### src/rtl/dpr_ram.sv
// Generic simple dual-port RAM with one write port and a registered read port.
`default_nettype none
module dpr_ram #(
  parameter int WIDTH = 8,
  parameter int DEPTH = 16
) (
  input  wire logic                     clk,
  input  wire logic                     we,
  input  wire logic [$clog2(DEPTH)-1:0] waddr,
  input  wire logic [WIDTH-1:0]         wdata,
  input  wire logic [$clog2(DEPTH)-1:0] raddr,
  output logic      [WIDTH-1:0]         rdata
);

  logic [WIDTH-1:0] mem [DEPTH];

  always_ff @(posedge clk) begin
    if (we) begin
      mem[waddr] <= wdata;
    end
    rdata <= mem[raddr];
  end

endmodule
`default_nettype wire

### config.mk
export PLATFORM = sky130hd
export DESIGN_NAME = dpr_ram
export DESIGN_NICKNAME = d
export VERILOG_FILES = /design/src/rtl/dpr_ram.sv
export SDC_FILE = /design/constraint.sdc
export NUM_CORES = 1
export LEC_CHECK = 0
export ABC_AREA = 1
export BUFFER_PORTS_ARGS = -buffer_cell sky130_fd_sc_hd__buf_2
export CAP_MARGIN = 15
export CORE_ASPECT_RATIO = 0.9
export CORE_UTILIZATION = 65
export CTS_CLUSTER_SIZE = 8
export DETAILED_ROUTE_END_ITERATION = 10
export PLACE_DENSITY = 0.88
export REMOVE_ABC_BUFFERS = 1
export SLEW_MARGIN = 20
export SYNTH_ARGS = -nofsm -noshare
export SYNTH_HDL_FRONTEND = slang
export SYNTH_SLANG_ARGS = --single-unit
### constraint.sdc
create_clock -name clk -period 2.2 [get_ports clk]
set_clock_uncertainty 0.2 [all_clocks]
set_input_delay 0.55 -clock clk [delete_from_list [all_inputs] [get_ports clk]]
set_output_delay 0.55 -clock clk [all_outputs]
set_load 0.01 [all_outputs]
After elaboration in Yosys (flattened, before gate mapping):

Memory sizes are Yosys's and may differ from the RTL's. A register that Yosys moved wholly into a read port is not among the register bits.
Index checks and enable logic that the tools add are counted.

* bits in registers: 0
* bits in writable memories: 128
* input port bits: 18
* output and inout bits: 8
* logic and storage cells: 3
* memories: 1

Memory list
* mem: depth 16, bits a word 8, rd ports 1, clocked after memory_dff 1, wr ports 1, line 15 `logic [WIDTH-1:0] mem [DEPTH];`

* multiplexer cells: 2

Operators with widths (count)
* 1-bit two-way mux: 2

Logic depth before layout (Yosys ltp):

Gate-level depths: netlist of the first run.

* depth after elaboration: 2
* gate-level depth with buffers: 8
* depth with buffers taken out: 7

Worst setup path before layout of the first run:

OpenSTA, ideal clock, no wires.

* kind: input to register
* start: in waddr[2]
* end: mem mem[10][0] (enable)
* library setup time: 0.370 ns
* arrival time: 1.131 ns
* setup slack: 0.499 ns
* stages on the path: 2
* path buffers: 0
* cell sequence: nand3b_1 nor2_1

RTL lines
* start: declaration: line 9 `input wire logic [$clog2(DEPTH)-1:0] waddr,`
* end: declaration: line 15

No word-level cell before the write port.

Final worst setup path of the first run:

* start: reg rdata[6], read port of mem
* end: out rdata[6]

RTL lines
* start: declaration: line 12 `output logic [WIDTH-1:0] rdata`

No word-level cell between the ends.

==> results of run 1 <==
cell type report:
| cell class | instances | area, um2 | area share |
|---|---|---|---|
| multi-input cells | 289 | 1214 | 0.1833 |
| inverters | 102 | 382.9 | 0.05782 |
| well taps | 119 | 148.9 | 0.02249 |
| clock inverters | 13 | 130.1 | 0.01965 |
| clock buffers | 19 | 421.7 | 0.06368 |
| repair buffers | 46 | 320.3 | 0.04837 |
| flip-flops and latches | 136 | 4004 | 0.6047 |
per-layer routing:
metal  global-route usage  vias up
met3              0.06313       46
li1                     -     1856
met1               0.4281     1931
met2               0.4938      292
met4               0.1800        0
met5                    0        -
worst paths after layout:
| check | startpoint | to | cells after the start |
|---|---|---|---|
| hold reg to reg | mem[0][1] | rdata[1] | 6 |
| hold / removal | raddr[3] | rdata[0] | 3 |
| setup / recovery | rdata[6] | rdata[6] | 1 |
| setup reg to reg | mem[6][5] | rdata[5] | 6 |
cells by family after synthesis:
group	synth area share
simple gates	0.2105
buf+inv	0.09525
flops	0.6943
through the flow:
step           instance area [um2]  worst slack [ns]  total power [mW]  utilization  hold slack [ns]
2_1_floorplan                 5600            0.4695             3.129            -           0.4067
3_3_place_gp                  6070            0.3455             3.310       0.7051           0.4455
3_5_place_dp                  6070            0.3227             3.325       0.7051           0.4669
4_1_cts                       6621            0.3791             5.921       0.7692           0.2052
5_1_grt                       6621            0.3817             6.075       0.7692           0.2091
6_report                      6621            0.4314             5.914       0.7692           0.2242
state kept, by name, summed over array words and instances, names as in the netlist:
| name | flops |
|---|---|
| mem | 128 |
| rdata | 8 |
power by group:
part	internal, mW	switching (mW)
logic	0.108	0.261
clock network	1.60	1.02
registers	2.90	0.0226
layout by cell type (no fill, tap or decap), drive strengths merged:
cell type    n
dfxtp        8
buf         46
nand3b       2
nor2        17
bufinv       2
nand2      173
clkinvlp     3
inv        103
edfxtp     128
nand3       97
clkinv       7
clkbuf      19
==> impl_metrics.csv, run 1 <==
group,metric,value,unit
status,run_status,"complete, no violations",
sta,hold_viol,0,
global_routing,largest_net_degree_at_the_start_of_global_routing,65,
clock_network,post_cts.repair.setup_buffers,0,
job,max_cap_viol_count,0,
die,core_region_area,8608,um2
clock_network,cts_hold_repair.buffers,0,
power_and_ir_drop,power.leakage,2.900,nW
global_routing,first_global_vias,4030,
sta,final.min_clock_period,1.769,ns
drt,drtAntennaViolNets,0,
die,core.rowCount,32,
critical_path,critPathMaxStageDelay,0.36,ns
cells_and_area,num_antenna_cells,0,
sta,slew_viol_final,0,
synth,synth-seq-cells,136,
sta,worst-slew-pin-transition,0.5936,ns
die,die-width,101.3,um
drt,top_signal_layer_used,"met4",
sta,achievable-frequency,0.5654,GHz
synth,postSynthCellCount,551,
critical_path,worstPathMaxFanout,1,
synth,synth_ff_type,"edfxtp_1",
drt,route.detailed.wl_per_inst,18.75,um
drt,route.vias.total,4125,
global_routing,initial_antenna_violation_count,0,
drt,drt_iter0_markers,429,
min_path,hold_path.class,"primary input to flop",
global_routing,grt-ovfl-total,0,
critical_path,total_buffers_and_inverters_traversed_by_the_critical_path,1,
critical_path,critPathLaunchType,"flop",
sta,setup_tns,0,ns
synth,synth_area_leaders,"edfxtp_1 (67%), nand2_1 (11%), nand3_1 (8.4%)",
global_routing,grt_pass1_wl,20920,um
sta,grt_setup_unrepaired,"no",
placement,numPortBuffers,25,
synth,ys_seq_area_frac,0.6943,
clock_network,root_buffer,"clkbuf_8",
drt,drc_violation_count_after_routing,0,
synth,synthDominantAreaCellType,"edfxtp_1",
drt,dr_wl_met2,6617,um
placement,place.gp.congestion,0.8525,
clock_network,num_cts_buffers,17,
sta,setup-violations-final,0,
clock_network,cts_sink_cnt,136,
drt,met3_length,1333,um
critical_path,r2r_slack,0.94,ns
critical_path,critPathCaptureType,"output port",
synth,top_cells_by_count_synth,"nand2_1 (173), edfxtp_1 (128), inv_1 (100), nand3_1 (97), nor2_1 (17)",
critical_path,worst_ep_required_time,1.45,ns
critical_path,critical_path.cell_chain,"buf_2",
synth,post_synth.cell_area_avg,10.47,um2
cells_and_area,design.final.nets,610,
synth,async_reset_ff_frac,0,
critical_path,worst-setup-path-type,"flop to output port",
clock_network,cts.reportedPaths.clkPinSlew,0.06,ns
synth,yosys_warnings,0,
critical_path,critPathArrivalTime,1.02,ns
synth,yosysTopAreaCellShare,0.6665,
placement,place.detailed.hpwl,7791,um
clock_network,clock_tree_buffer_depth,2,
clock_network,clock_latency,0.51,ns
die,design.die.area,9253,um2
clock_network,htreeDepth,4,
cells_and_area,area_growth_syn_to_layout,14.82,%
synth,syn_area,5767,um2
drt,drt-met1-wl,5149,um
sta,timing.max_slew.rel_slack,0.6039,
synth,synth_edf_count,128,
clock_network,post_cts.resized_instances,0,
cells_and_area,stdcell_count,724,
cells_and_area,n_fill_cell,508,
synth,synthDistinctLibCells,12,
clock_network,cts_tree,"done",
global_routing,global_route.usage.total,0.3201,
power_and_ir_drop,irDropWorstVdd,0.5803,mV
die,start_util,0.6699,
die,dieHeight,91.36,um
sta,final.period_utilization,0.8039,
power_and_ir_drop,p_per_area,893.1,nW/um2
cells_and_area,final_layout_size_suffix_gt1_frac,0.1240,
drt,firstDrtPassIters,5,
synth,yosys.cell_count.top_type,"nand2_1",
drt,detail_route.wirelength,13570,um
drt,routed_via_density,5.698,
placement,placed_cells_incl_taps,692,
critical_path,timing.critical_path.max_delay_family,"flip-flops",
die,io-pin-count,26,
critical_path,cp_slowest_cell,"dfxtp_1",
(Power assumes the default switching activity.)
==> run 2: changes to the inputs <==
--- a/config.mk
+++ b/config.mk
@@ -9,10 +9,10 @@
 export BUFFER_PORTS_ARGS = -buffer_cell sky130_fd_sc_hd__buf_2
 export CAP_MARGIN = 15
 export CORE_ASPECT_RATIO = 0.9
-export CORE_UTILIZATION = 65
+export CORE_UTILIZATION = 61
 export CTS_CLUSTER_SIZE = 8
 export DETAILED_ROUTE_END_ITERATION = 10
-export PLACE_DENSITY = 0.88
+export PLACE_DENSITY = 0.83
 export REMOVE_ABC_BUFFERS = 1
 export SLEW_MARGIN = 20
 export SYNTH_ARGS = -nofsm -noshare
==> constraint.sdc (replaced) <==
create_clock -name clk -period 1.8 [get_ports clk]
set_clock_uncertainty 0.2 [all_clocks]
set_input_delay 0.45 -clock clk [delete_from_list [all_inputs] [get_ports clk]]
set_output_delay 0.45 -clock clk [all_outputs]
set_load 0.01 [all_outputs]
==> impl_metrics.csv, run 2 (synthesis gave the netlist of run 1 again) <==
group,metric,value,unit
status,run_status,"complete, no violations",
clock_network,cts_tree,"done",
critical_path,total_buffers_and_inverters_traversed_by_the_critical_path,1,
clock_network,cts_hold_repair.buffers,0,
critical_path,worstPathMaxFanout,1,
cells_and_area,n_fill_cell,565,
clock_network,post_cts.resized_instances,0,
sta,timing.max_slew.rel_slack,0.7504,
cells_and_area,postLayoutCellArea,6723,um2
min_path,min_path_cells,3,
critical_path,critPathCaptureType,"output port",
cells_and_area,mostFrequentLayoutCell,"nand2_1",
global_routing,global_route.usage.total,0.2786,
global_routing,grt-ovfl-total,0,
clock_network,htreeDepth,4,
placement,place.detailed.hpwl,7608,um
die,start_util,0.6320,
drt,drt_iter0_markers,452,
critical_path,timing.critical_path.max_delay_family,"flip-flops",
global_routing,largest_net_degree_at_the_start_of_global_routing,65,
die,io-pin-count,26,
die,design.die.area,9847,um2
critical_path,reg2reg_capture_point,"rdata[4]",
drt,firstDrtPassIters,5,
critical_path,reg2reg_from,"mem[7][4]",
placement,cell_area_reported_after_detailed_placement,6108,um2
cells_and_area,largest_register_ffs,128,
sta,final.min_clock_period,1.623,ns
critical_path,worstSetupPathDepth,1,
clock_network,post_cts.repair.setup_buffers,0,
critical_path,critPathArrivalTime,0.97,ns
critical_path,critPathMaxStageDelay,0.33,ns
die,core_region_area,9125,um2
cells_and_area,largest-register,"mem",
sta,worst-slew-pin-transition,0.3744,ns
drt,route.vias.total,4023,
cells_and_area,design.final.nets,613,
cells_and_area,area_growth_syn_to_layout,16.58,%
critical_path,crit_start,"rdata[7]",
drt,routed_via_density,5.511,
die,die-width,104.5,um
critical_path,cp_slowest_cell,"dfxtp_1",
job,max_cap_viol_count,0,
drt,drtAntennaViolNets,0,
drt,drc_violation_count_after_routing,0,
critical_path,critical_path.cell_chain,"buf_2",
critical_path,cp-endpoint,"rdata[7]",
global_routing,grt_pass1_wl,20110,um
cells_and_area,final_layout_size_suffix_gt1_frac,0.1349,
sta,hold_viol,0,
power_and_ir_drop,irDropWorstVdd,0.7392,mV
min_path,hold_path.class,"primary input to flop",
global_routing,initial_antenna_violation_count,0,
power_and_ir_drop,power.leakage,2.951,nW
clock_network,clock_tree_buffer_depth,2,
sta,setup-violations-final,0,
cells_and_area,num_antenna_cells,0,
cells_and_area,biggestRegsByFlops,"mem (128), rdata (8)",
critical_path,worst-setup-path-type,"flop to output port",
sta,achievable-frequency,0.6160,GHz
critical_path,r2r_slack,0.60,ns
sta,setup_tns,0,ns
sta,grt_setup_unrepaired,"no",
power_and_ir_drop,p_per_area,1127,nW/um2
cells_and_area,layout.cells.most_common_list,"nand2_1 (173), edfxtp_1 (128), inv_1 (100)",
clock_network,num_cts_buffers,17,
clock_network,root_buffer,"clkbuf_8",
placement,numPortBuffers,25,
critical_path,critPathLaunchType,"flop",
clock_network,cts_sink_cnt,136,
die,dieHeight,94.24,um
placement,place.gp.congestion,0.8358,
sta,final.period_utilization,0.9019,
global_routing,first_global_vias,3903,
sta,slew_viol_final,0,
drt,detail_route.wirelength,12610,um
critical_path,r2r.worst_path.cells,6,
drt,route.detailed.wl_per_inst,17.27,um
critical_path,worst_ep_required_time,1.15,ns
die,core.rowCount,33,
clock_network,clock_latency,0.52,ns
sta,worst_hold_slack,0.1124,ns
clock_network,cts.reportedPaths.clkPinSlew,0.06,ns
==> run 2: cell count changes in the layout (fill, tap and decap cells not counted), sizes merged <==
cell    before  now
inv        103  105
clkinv       7    4
clkbuf      19   18
bufinv       2    4
buf         46   49
==> run 2: worst reg2reg max path, delay by kind of cell, from the launching register on <==
family        cells  cell delay, ns
buf+inv           1            0.08
flops             1            0.37
simple gates      5            0.45
==> run 2: area by class of cell <==
type                    instances  area, um2  share of cell area
clock buffers                  18      417.9             0.06216
multi-input cells             289       1214              0.1805
clock inverters                14      196.4             0.02922
inverters                     102      382.9             0.05695
flip-flops and latches        136       4004              0.5956
repair buffers                 49      355.3             0.05286
well taps                     122      152.6             0.02271
==> run 2: per-layer routing <==
layer / track usage / up-vias / routed length, um
met5: 0 / - / 0
li1: - / 1862 / -
met3: 0.04785 / 38 / 921
met2: 0.4685 / 200 / 6322
met4: 0.1298 / 0 / 384
met1: 0.3572 / 1923 / 4982
==> run 2: worst min path at each step <==
stage                     startpoint   endpoint  slack [ns]
final                       raddr[3]   rdata[5]        0.11
after global routing        raddr[3]   rdata[0]        0.13
after global placement    mem[12][5]   rdata[5]        0.44
after floorplan             wdata[0]  mem[0][0]        0.35
after detailed placement  mem[14][4]   rdata[4]        0.47
after CTS                   raddr[3]   rdata[5]         0.1
==> run 2: metrics by stage <==
stage	setup slack, ns	utilization	power [mW]	cells
CTS	0.1649	0.7367	7.574	730
finish	0.1765	0.7367	7.574	730
detailed placement	0.09048	0.6694	4.056	698
global route	0.1520	0.7367	7.762	730
floorplan	0.1695	-	3.824	527
global placement	0.1283	0.6694	4.041	698
==> run 2: power breakdown <==
part           switching, mW  total [mW]  internal, mW
sequential            0.0208        3.56          3.54
clock                   1.31        3.57          2.26
combinational          0.306       0.445         0.138
total                   1.64        7.57          5.94
==> run 3: changes to the inputs <==
--- a/config.mk
+++ b/config.mk
@@ -9,10 +9,10 @@
 export BUFFER_PORTS_ARGS = -buffer_cell sky130_fd_sc_hd__buf_2
 export CAP_MARGIN = 15
 export CORE_ASPECT_RATIO = 0.9
-export CORE_UTILIZATION = 61
+export CORE_UTILIZATION = 50
 export CTS_CLUSTER_SIZE = 8
 export DETAILED_ROUTE_END_ITERATION = 10
-export PLACE_DENSITY = 0.83
+export PLACE_DENSITY = 0.71
 export REMOVE_ABC_BUFFERS = 1
 export SLEW_MARGIN = 20
 export SYNTH_ARGS = -nofsm -noshare
==> impl_metrics.csv, run 3 (synthesis gave the netlist of run 1 again) <==
group,metric,value,unit
cells_and_area,area_growth_syn_to_layout,19.79,%
sta,final.period_utilization,0.8666,
clock_network,root_buffer,"clkbuf_16",
sta,hold_viol,0,
drt,top_signal_layer_used,"met4",
critical_path,reg2reg_from,"mem[6][0]",
cells_and_area,biggestRegsByFlops,"mem (128), rdata (8)",
die,io-pin-count,26,
die,core_region_area,11040,um2
cells_and_area,largest-register,"mem",
cells_and_area,postLayoutCellArea,6908,um2
critical_path,cp_slowest_cell,"dfxtp_1",
critical_path,critPathArrivalTime,0.91,ns
critical_path,worstPathMaxFanout,1,
die,dieHeight,103.9,um
critical_path,critPathLaunchType,"flop",
drt,route.vias.total,3963,
cells_and_area,final_layout_size_suffix_gt1_frac,0.1375,
clock_network,clock_tree_buffer_depth,2,
drt,detail_route.wirelength,12740,um
drt,met3_length,1138,um
critical_path,worst_ep_required_time,1.15,ns
cells_and_area,num_antenna_cells,0,
drt,drtAntennaViolNets,0,
sta,setup-violations-final,0,
min_path,min_path_cells,3,
min_path,hold_start,"raddr[3]",
critical_path,total_buffers_and_inverters_traversed_by_the_critical_path,1,
power_and_ir_drop,p_per_area,1193,nW/um2
placement,dp_worst_setup_slack,0.08447,ns
clock_network,cts_tree,"done",
sta,finalWorstSetupSlack,0.2401,ns
min_path,hold_path.class,"primary input to flop",
power_and_ir_drop,irDropWorstVdd,0.7884,mV
clock_network,post_cts.resized_instances,0,
placement,numPortBuffers,25,
drt,route.detailed.wl_per_inst,16.69,um
min_path,hold-path-endpoint,"rdata[7]",
critical_path,critPathMaxStageDelay,0.35,ns
cells_and_area,design.final.nets,616,
die,start_util,0.5226,
placement,cell_area_reported_after_detailed_placement,6181,um2
critical_path,r2r.worst_path.cells,6,
cells_and_area,largest_register_ffs,128,
placement,place.gp.congestion,0.8117,
drt,drc_violation_count_after_routing,0,
job,max_cap_viol_count,0,
status,run_status,"complete, no violations",
drt,drt_iter0_markers,430,
sta,grt_setup_unrepaired,"no",
drt,drt-met1-wl,5141,um
critical_path,reg2reg_capture_point,"rdata[0]",
critical_path,critical_path.cell_chain,"buf_2",
sta,worst-slew-pin-transition,0.3379,ns
global_routing,grt-ovfl-total,0,
die,design.die.area,11970,um2
die,die-width,115.2,um
sta,slew_viol_final,0,
placement,place.detailed.hpwl,7769,um
clock_network,cts_hold_repair.buffers,0,
clock_network,htreeDepth,4,
global_routing,first_global_vias,3879,
sta,final.min_clock_period,1.560,ns
drt,dr_wl_met2,6131,um
global_routing,initial_antenna_violation_count,0,
critical_path,timing.critical_path.max_delay_family,"flip-flops",
sta,timing.max_slew.rel_slack,0.7747,
clock_network,clock_latency,0.41,ns
drt,firstDrtPassIters,5,
global_routing,largest_net_degree_at_the_start_of_global_routing,43,
clock_network,num_cts_buffers,17,
sta,setup_tns,0,ns
critical_path,worst-setup-path-type,"flop to output port",
clock_network,cts_sink_cnt,136,
power_and_ir_drop,power.leakage,3.029,nW
critical_path,r2r_slack,0.61,ns
clock_network,cts.reportedPaths.clkPinSlew,0.06,ns
clock_network,post_cts.repair.setup_buffers,0,
die,core.rowCount,36,
global_routing,global_route.usage.total,0.2373,
cells_and_area,layout.cells.most_common_list,"nand2_1 (173), edfxtp_1 (128), inv_1 (100)",
critical_path,critPathCaptureType,"output port",
cells_and_area,mostFrequentLayoutCell,"nand2_1",
drt,routed_via_density,5.194,
sta,achievable-frequency,0.6411,GHz
global_routing,grt_pass1_wl,20640,um
run 3: changes by cell type in the layout (fill, tap and decap cells not counted), moves of 2 or more:
cell and delta:
clkinv_2 -2, bufinv_16 +4, clkinvlp_4 -3, inv_6 -3, buf_4 +2
run 3: worst max path at each step:
stage,startpoint,end,slack [ns],depth (start not counted)
after floorplan,raddr[0],rdata[2],0.17,6
after global placement,raddr[0],rdata[4],0.12,8
after detailed placement,raddr[0],rdata[5],0.08,8
after CTS,rdata[6],rdata[6],0.22,1
after global routing,rdata[6],rdata[6],0.22,1
final,rdata[6],rdata[6],0.24,1
run 3: report_power, final:
| part | internal (mW) | switching (mW) | total (mW) | leakage, nW |
|---|---|---|---|---|
| sequential | 3.54 | 0.0205 | 3.56 | 1.22 |
| combinational | 0.146 | 0.307 | 0.453 | 1.45 |
| clock | 2.96 | 1.26 | 4.22 | 0.352 |
run 3: area by class of cell:
class / instances / area, um2
sequential: 136 / 4004
tap: 152 / 190.2
clock inverter: 11 / 266.5
inverter: 102 / 382.9
clock buffer: 21 / 460.4
fill: 843 / 4128
multi-input combinational: 289 / 1214
timing repair buffer: 52 / 390.4
run 3: layer usage:
metal,track usage,vias up
li1,-,1867
met1,0.3261,1875
met2,0.3709,194
met5,0,-
met3,0.04545,27
met4,0.09926,0
run 3: per-stage QoR:
stage	total power, mW	hold WS (ns)	utilization	instances
6_report	8.238	0.2072	0.6260	763
5_1_grt	8.472	0.2257	0.6260	763
4_1_cts	8.273	0.1997	0.6260	763
3_5_place_dp	4.072	0.4432	0.5601	731
3_3_place_gp	4.061	0.4480	0.5601	731
2_1_floorplan	3.824	0.3489	-	527
run 3: worst reg2reg max path, stage by stage (launching register included):
cell	delay, ns
edfxtp_1	0.35
inv_1	0.07
nand2_1	0.06
nand3_1	0.07
nand3_1	0.10
nand3_1	0.16
nand2_1	0.07
